--- config.mk ---
export PLATFORM = sky130hd
export DESIGN_NAME = cbm_ctrl
export DESIGN_NICKNAME = d
export VERILOG_FILES = /design/src/hw/rtl/cbm_pkg.sv /design/src/hw/rtl/cbm_ctrl.sv
export VERILOG_INCLUDE_DIRS = /design/src /design/src/hw/rtl
export SDC_FILE = /design/constraint.sdc
export NUM_CORES = 1
export LEC_CHECK = 0
export ABC_AREA = 1
export BUFFER_PORTS_ARGS = -buffer_cell sky130_fd_sc_hd__buf_4
export CAP_MARGIN = 0
export CORE_AREA = 2 2 49 51
export CTS_CLUSTER_SIZE = 20
export DETAILED_ROUTE_END_ITERATION = 8
export DIE_AREA = 0 0 51 53
export PLACE_DENSITY = 0.81
export SLEW_MARGIN = 5
export SYNTH_ARGS = -nofsm -noshare
export SYNTH_HDL_FRONTEND = slang
export SYNTH_SLANG_ARGS = --single-unit
--- constraint.sdc ---
create_clock -name clk -period 1.85 [get_ports clk]
set_clock_uncertainty 0.1 [all_clocks]
set_input_delay 0.185 -clock clk [delete_from_list [all_inputs] [get_ports clk]]
set_output_delay 0.185 -clock clk [all_outputs]
set_load 0.02 [all_outputs]
--- src/hw/rtl/cartridge_bank_mapper_macros.svh ---
// Assertion macros shared by the cartridge bank mapper modules.
// Both expect signals named clk and rst in the enclosing module.
`ifndef CARTRIDGE_BANK_MAPPER_MACROS_SVH
`define CARTRIDGE_BANK_MAPPER_MACROS_SVH

`define CBM_ASSERT(label, prop, msg) \
  label: assert property (@(posedge clk) disable iff (rst) prop) else $error(msg);

`define CBM_ASSERT_ALWAYS(label, expr, msg) \
  `CBM_ASSERT(label, (1'b1 |-> (expr)), msg)

`endif

--- src/hw/rtl/cbm_pkg.sv ---
package cbm_pkg;

  localparam int RAM_BANKS      = 4;
  localparam int RAM_BANK_BYTES = 8192;
  localparam int ROM_BANK_BYTES = 16384;

  localparam int RAM_DEPTH = RAM_BANKS * RAM_BANK_BYTES;
  localparam int RAM_AW    = (RAM_DEPTH > 1) ? $clog2(RAM_DEPTH) : 1;
  localparam int RAM_OFS_W = $clog2(RAM_BANK_BYTES);
  localparam int ROM_OFS_W = $clog2(ROM_BANK_BYTES);

  localparam int ROM_BANK_W = 5;
  localparam int RAM_BANK_W = 2;
  localparam int ROM_ADDR_W = ROM_BANK_W + ROM_OFS_W;

  // Address regions, selected by address bits 15:13.
  localparam logic [2:0] REGION_RAM_EN   = 3'd0;
  localparam logic [2:0] REGION_ROM_BANK = 3'd1;
  localparam logic [2:0] REGION_RAM_BANK = 3'd2;
  localparam logic [2:0] REGION_MODE     = 3'd3;
  localparam logic [2:0] REGION_CART_RAM = 3'd5;

  localparam logic [3:0] RAM_EN_KEY = 4'hA;

  localparam logic KIND_READ  = 1'b0;
  localparam logic KIND_WRITE = 1'b1;

  typedef enum logic [2:0] {
    ST_ROM      = 3'd0,
    ST_RAM      = 3'd1,
    ST_WRITE    = 3'd2,
    ST_RAM_OFF  = 3'd3,
    ST_UNMAPPED = 3'd4
  } status_t;

  typedef struct packed {
    logic              en;
    logic              we;
    logic [RAM_AW-1:0] addr;
    logic [7:0]        wdata;
  } ram_req_t;

  typedef struct packed {
    status_t                 status;
    logic [ROM_ADDR_W-1:0]   rom_address;
  } meta_t;

  // Reduces a RAM bank number modulo the number of fitted banks.
  function automatic logic [RAM_BANK_W-1:0] ram_bank_sel(input logic [RAM_BANK_W-1:0] b);
    logic [RAM_BANK_W:0] v;
    v = {1'b0, b};
    for (int i = 0; i < (1 << RAM_BANK_W) - 1; i++) begin
      if (v >= (RAM_BANK_W + 1)'(RAM_BANKS)) begin
        v = v - (RAM_BANK_W + 1)'(RAM_BANKS);
      end
    end
    return v[RAM_BANK_W-1:0];
  endfunction

endpackage

--- src/hw/rtl/cbm_ctrl.sv ---
module cbm_ctrl import cbm_pkg::*; (
  input  logic        clk,
  input  logic        rst,
  input  logic        accept,
  input  logic        kind,
  input  logic [15:0] address,
  input  logic [7:0]  write_data,
  output ram_req_t    ram_req,
  output meta_t       meta
);

  logic [ROM_BANK_W-1:0] rom_bank;
  logic [ROM_BANK_W-1:0] rom_bank_next;
  logic [RAM_BANK_W-1:0] ram_bank;
  logic [RAM_BANK_W-1:0] ram_bank_next;
  logic                  ram_enabled;
  logic                  ram_enabled_next;
  logic [2:0]            region;
  logic [RAM_BANK_W-1:0] bank_used;

  assign region    = address[15:13];
  assign bank_used = ram_bank_sel(ram_bank);

  always_comb begin
    rom_bank_next    = rom_bank;
    ram_bank_next    = ram_bank;
    ram_enabled_next = ram_enabled;
    ram_req.en       = 1'b0;
    ram_req.we       = kind;
    ram_req.addr     = RAM_AW'(RAM_AW'(bank_used) * RAM_BANK_BYTES)
                     + RAM_AW'(address[RAM_OFS_W-1:0]);
    ram_req.wdata    = write_data;
    meta.status      = ST_UNMAPPED;
    meta.rom_address = '0;
    if (kind == KIND_WRITE) begin
      meta.status = ST_WRITE;
      case (region)
        REGION_RAM_EN: begin
          ram_enabled_next = (write_data[3:0] == RAM_EN_KEY);
        end
        REGION_ROM_BANK: begin
          rom_bank_next = (write_data[ROM_BANK_W-1:0] == '0) ? ROM_BANK_W'(1)
                                                             : write_data[ROM_BANK_W-1:0];
        end
        REGION_RAM_BANK: begin
          ram_bank_next = write_data[RAM_BANK_W-1:0];
        end
        REGION_CART_RAM: begin
          ram_req.en = accept && ram_enabled;
        end
        default: begin
        end
      endcase
    end else begin
      if (region inside {REGION_RAM_EN, REGION_ROM_BANK}) begin
        meta.status      = ST_ROM;
        meta.rom_address = {{ROM_BANK_W{1'b0}}, address[ROM_OFS_W-1:0]};
      end else if (region inside {REGION_RAM_BANK, REGION_MODE}) begin
        meta.status      = ST_ROM;
        meta.rom_address = {rom_bank, address[ROM_OFS_W-1:0]};
      end else if (region == REGION_CART_RAM) begin
        meta.status = ram_enabled ? ST_RAM : ST_RAM_OFF;
        ram_req.en  = accept && ram_enabled;
      end
    end
  end

  always_ff @(posedge clk) begin
    if (rst) begin
      rom_bank    <= ROM_BANK_W'(1);
      ram_bank    <= '0;
      ram_enabled <= 1'b0;
    end else if (accept) begin
      rom_bank    <= rom_bank_next;
      ram_bank    <= ram_bank_next;
      ram_enabled <= ram_enabled_next;
    end
  end

`include "cartridge_bank_mapper_macros.svh"

  `CBM_ASSERT_ALWAYS(a_rom_bank_nonzero, rom_bank != '0, "ROM bank register holds zero")
  `CBM_ASSERT(a_ram_only_when_enabled, (ram_req.en |-> (ram_enabled && accept)), "RAM access while disabled")
  `CBM_ASSERT(a_banks_hold_idle, (!accept |=> ($stable(rom_bank) && $stable(ram_bank) && $stable(ram_enabled))), "Bank state changed without an item")

endmodule

; ---- Yosys cells after proc, flatten, opt, wreduce, memory -nomap -nowiden
; Index checks and enable logic that the tools add are counted.
[word_totals]
in_bits = 28
elab_cells = 29
reg_bits = 8
output_inout_bits = 47
[op_classes]
n_addsub = 1
reduce_logical = 8
muxes = 12
eq_ne = 5
[ops]
columns = cell, count
row1 = 2-to-1 mux 19 bit, 2
row2 = 2-to-1 mux 22 bit, 1
row3 = adder 15 x 13 -> 15 bit, 1
row4 = 2-to-1 mux 3 bit, 3
row5 = AND reduction 3 bit, 3
row6 = "== test 3 x 2 -> 1 bit, second input constant", 2
row7 = logical NOT 5 bit, 1
row8 = 2-to-1 mux 5 bit, 1
row9 = "== test 4 bit, second input constant", 1
row10 = 2-to-1 mux 1 bit, 4
row11 = nonzero test 2 bit, 2
row12 = "== test 3 x 1 -> 1 bit, second input constant", 1
row13 = "== test 3 bit, second input constant", 1
row14 = logical NOT 3 bit, 1
row15 = 2-to-1 mux 2 bit, 1
row16 = logical AND 1 bit, 1

; ---- Longest topological paths before layout
[depth]
ltp_word = 5
depth_mapped = 7
ltp_nobuf = 6

; ---- Worst setup path after synthesis
; OpenSTA, ideal clock, no wires.
[synth_path]
path_type = input to output
from = input address[14]
to = output meta[21] (netlist name)
t_required_ns = 1.565
n_path_buf = 1
path_slack_ns = 0.652
cell_stages = 5
t_arrival_ns = 0.913
cell_sequence = buf_6 clkinv_4 nand2_2 inv_1 nor3_1
[synth_lines]
columns = element, line_no
row1 = from (decl), cbm_ctrl.sv:6  ; input logic [15:0] address,
row2 = to (decl), cbm_ctrl.sv:9  ; output meta_t meta

==> results.py <==
metrics = {
    "final_layout": {
        "finalNetCount": 212,
        "drive_above_1_share_pct": 44.51,
        "n_antenna_cell": 0,
        "final_util_pct": 55.04,
        "num-fill-cells": 212,
        "seq_area_um2": 160.2,
        "multi_input_area_um2": 346.6,
        "final_common_cell": "buf_4",
        "final_cell_mix": "buf_4 (68), nor2_1 (40), inv_1 (23)",
        "area_growth_pct": 47.43,
        "finalInstanceArea_um2": 1182,
    },
    "floorplanning": {
        "die_w_um": 51,
        "dieArea_um2": 2703,
        "die_height_um": 53,
        "coreArea_um2": 2148,
        "start_util_pct": 37.33,
        "num_rows": 17,
        "io_pins": 75,
    },
    "clocking": {
        "clk_path_buf_depth": 2,
        "clkTransAtPathRegs_ps": 50,
        "numClockSinks": 8,
        "insertion_delay_ps": 250,
        "cts_buffers": 3,
        "cts_hold_buf": 0,
        "cts_tree": "built",
        "htree_num_levels": 1,
        "cts_setup_buffers": 0,
        "cts-root-buf": "clkbuf_4",
        "cts_resized": 0,
    },
    "placement": {
        "port-buffer-count": 68,
        "place_area_um2": 1160,
        "dp_hpwl_um": 1700,
        "place_congestion": 0.8038,
    },
    "power_and_ir_drop": {
        "powerDensity_nw_per_um2": 450.9,
        "ir_worst_vdd_mv": 0.3305,
        "p_leak_nw": 0.6940,
        "p_total_w": 0.0005332,
    },
    "detailed_routing": {
        "detailroute.via_count": 886,
        "drc": 0,
        "first_pass_iters": 2,
        "drt-initial-drc-count": 6,
        "routedWlPerCell_um": 9.395,
        "routed_wl_um": 1973,
        "postRouteAntennaNets": 0,
        "avgViaCountPerCell": 4.219,
    },
    "timing": {
        "maxSlewHeadroom_pct": 83.06,
        "hold_viol_final": 0,
        "finalCriticalPeriod_ps": 1196,
        "max_freq_mhz": 836.4,
        "tns_ps": 0,
        "rsz0062_at_grt": "no",
        "worstMarginPinSlew_ps": 253.2,
        "period_share_pct": 64.63,
        "setup_viol": 0,
        "slew_viol_final": 0,
    },
    "worst_setup_path": {
        "endpoint_kind": "primary output",
        "crit_arrival_ps": 910,
        "crit_type": "reg2out",
        "cp_cell_sequence": "nand2_1, nor2_1, buf_4",
        "start_kind": "flop",
        "cp_slowest_cell": "dfxtp_1",
        "cp_max_fo": 3,
        "max_stage_delay_ps": 350,
        "cp.required_ps": 1560,
    },
    "flow_run": {
        "maxCapViolCount": 0,
    },
    "global_routing": {
        "grt_overflow": 0,
        "grt-busiest-layer": "met2",
        "grt_max_degree": 20,
        "met2_usage_pct": 26.62,
        "grt_use_met1_pct": 13.33,
        "grt_pass1_wl_um": 2898,
        "globalRouteMet3Util_pct": 5.932,
        "grt_usage_pct": 13.93,
        "grt_pass1_vias": 771,
        "antenna_found_initial": 0,
    },
    "synth": {
        "syn_area_um2": 802.0,
        "synth_fp_nets": 163,
        "synth-warning-count": 0,
        "synth_cells": 135,
        "synth-seq-cells": 8,
        "synthDistinctLibCells": 18,
        "synth_seq_area_share_pct": 19.97,
        "avgSynthCellArea_um2": 5.941,
    },
    "status": {
        "outcome": "finished clean",
    },
    "hold_path": {
        "hp-class": "in2reg",
    },
}
[metal layers]
metal / wire [µm] / vias to the layer above
met4: 21 / 0
met1: 732 / 369
met3: 245 / 4
met5: 0 / -
li1: - / 469
met2: 974 / 44
[cell families (layout without fill, tap and decap cells)]
family | after synthesis | count (layout) | share of synthesized area [%]
buffers and inverters | 50 | 97 | 36.82
AND/OR/NAND/NOR | 75 | 75 | 41.96
AO/OA/AOI/OAI | 2 | 2 | 1.247
flip-flops | 8 | 8 | 19.97
[layout make-up]
cell class	instances	area share, %
Multi-Input combinational cell	77	29.31
Sequential cell	8	13.55
Timing Repair Buffer	68	43.17
Clock buffer	3	1.905
Tap cell	28	2.963
Inverter	26	9.101
[cells in the mapped netlist (all sizes together)]
library cell | n | area (µm²)
nand4 | 2 | 12.51
buf | 24 | 187.7
o21ai | 2 | 10.00
inv | 24 | 90.08
dfxtp | 8 | 160.2
nor3 | 1 | 5.000
clkinv | 2 | 17.52
nand3 | 9 | 55.05
nor2 | 42 | 167.7
nand2 | 21 | 96.34
[registers in the layout, indices dropped and copies added (netlist names)]
| register | cells |
|---|---|
| bank_used | 2 |
| rom_bank | 5 |
| ram_enabled | 1 |
[worst paths after layout]
check             slack [ps]     endpoint        start  cells after the start
setup reg to reg        1120  ram_enabled  ram_enabled                      4
hold / removal           140  rom_bank[0]          rst                      3
hold reg to reg          390  rom_bank[4]  rom_bank[4]                      2
setup / recovery         650  ram_req[24]  ram_enabled                      3
[worst max-delay path, delay by kind of cell (launching register included)]
kind          cells  cell delay [ps]
simple gates      2              160
flops             1              350
buf+inv           1              150
[stage by stage]
| step | hold WS [ps] | worst slack (ps) | instances |
|---|---|---|---|
| final | 139.8 | 654.4 | 210 |
| after global placement | 270.1 | 719.8 | 207 |
| after detailed placement | 270.1 | 669.2 | 207 |
| after CTS | 146.7 | 649.9 | 210 |
| after floorplan | 275.8 | 651.6 | 135 |
| after global routing | 159.6 | 588.0 | 210 |
[where the power goes]
group	total [W]	internal (W)	switching [W]
Clock	0.000130	0.0000740	0.0000564
Sequential	0.000178	0.000176	0.00000195
Combinational	0.000224	0.0000987	0.000126
Total	0.000533	0.000349	0.000184
Note: power is estimated with default switching activity, not from simulation.
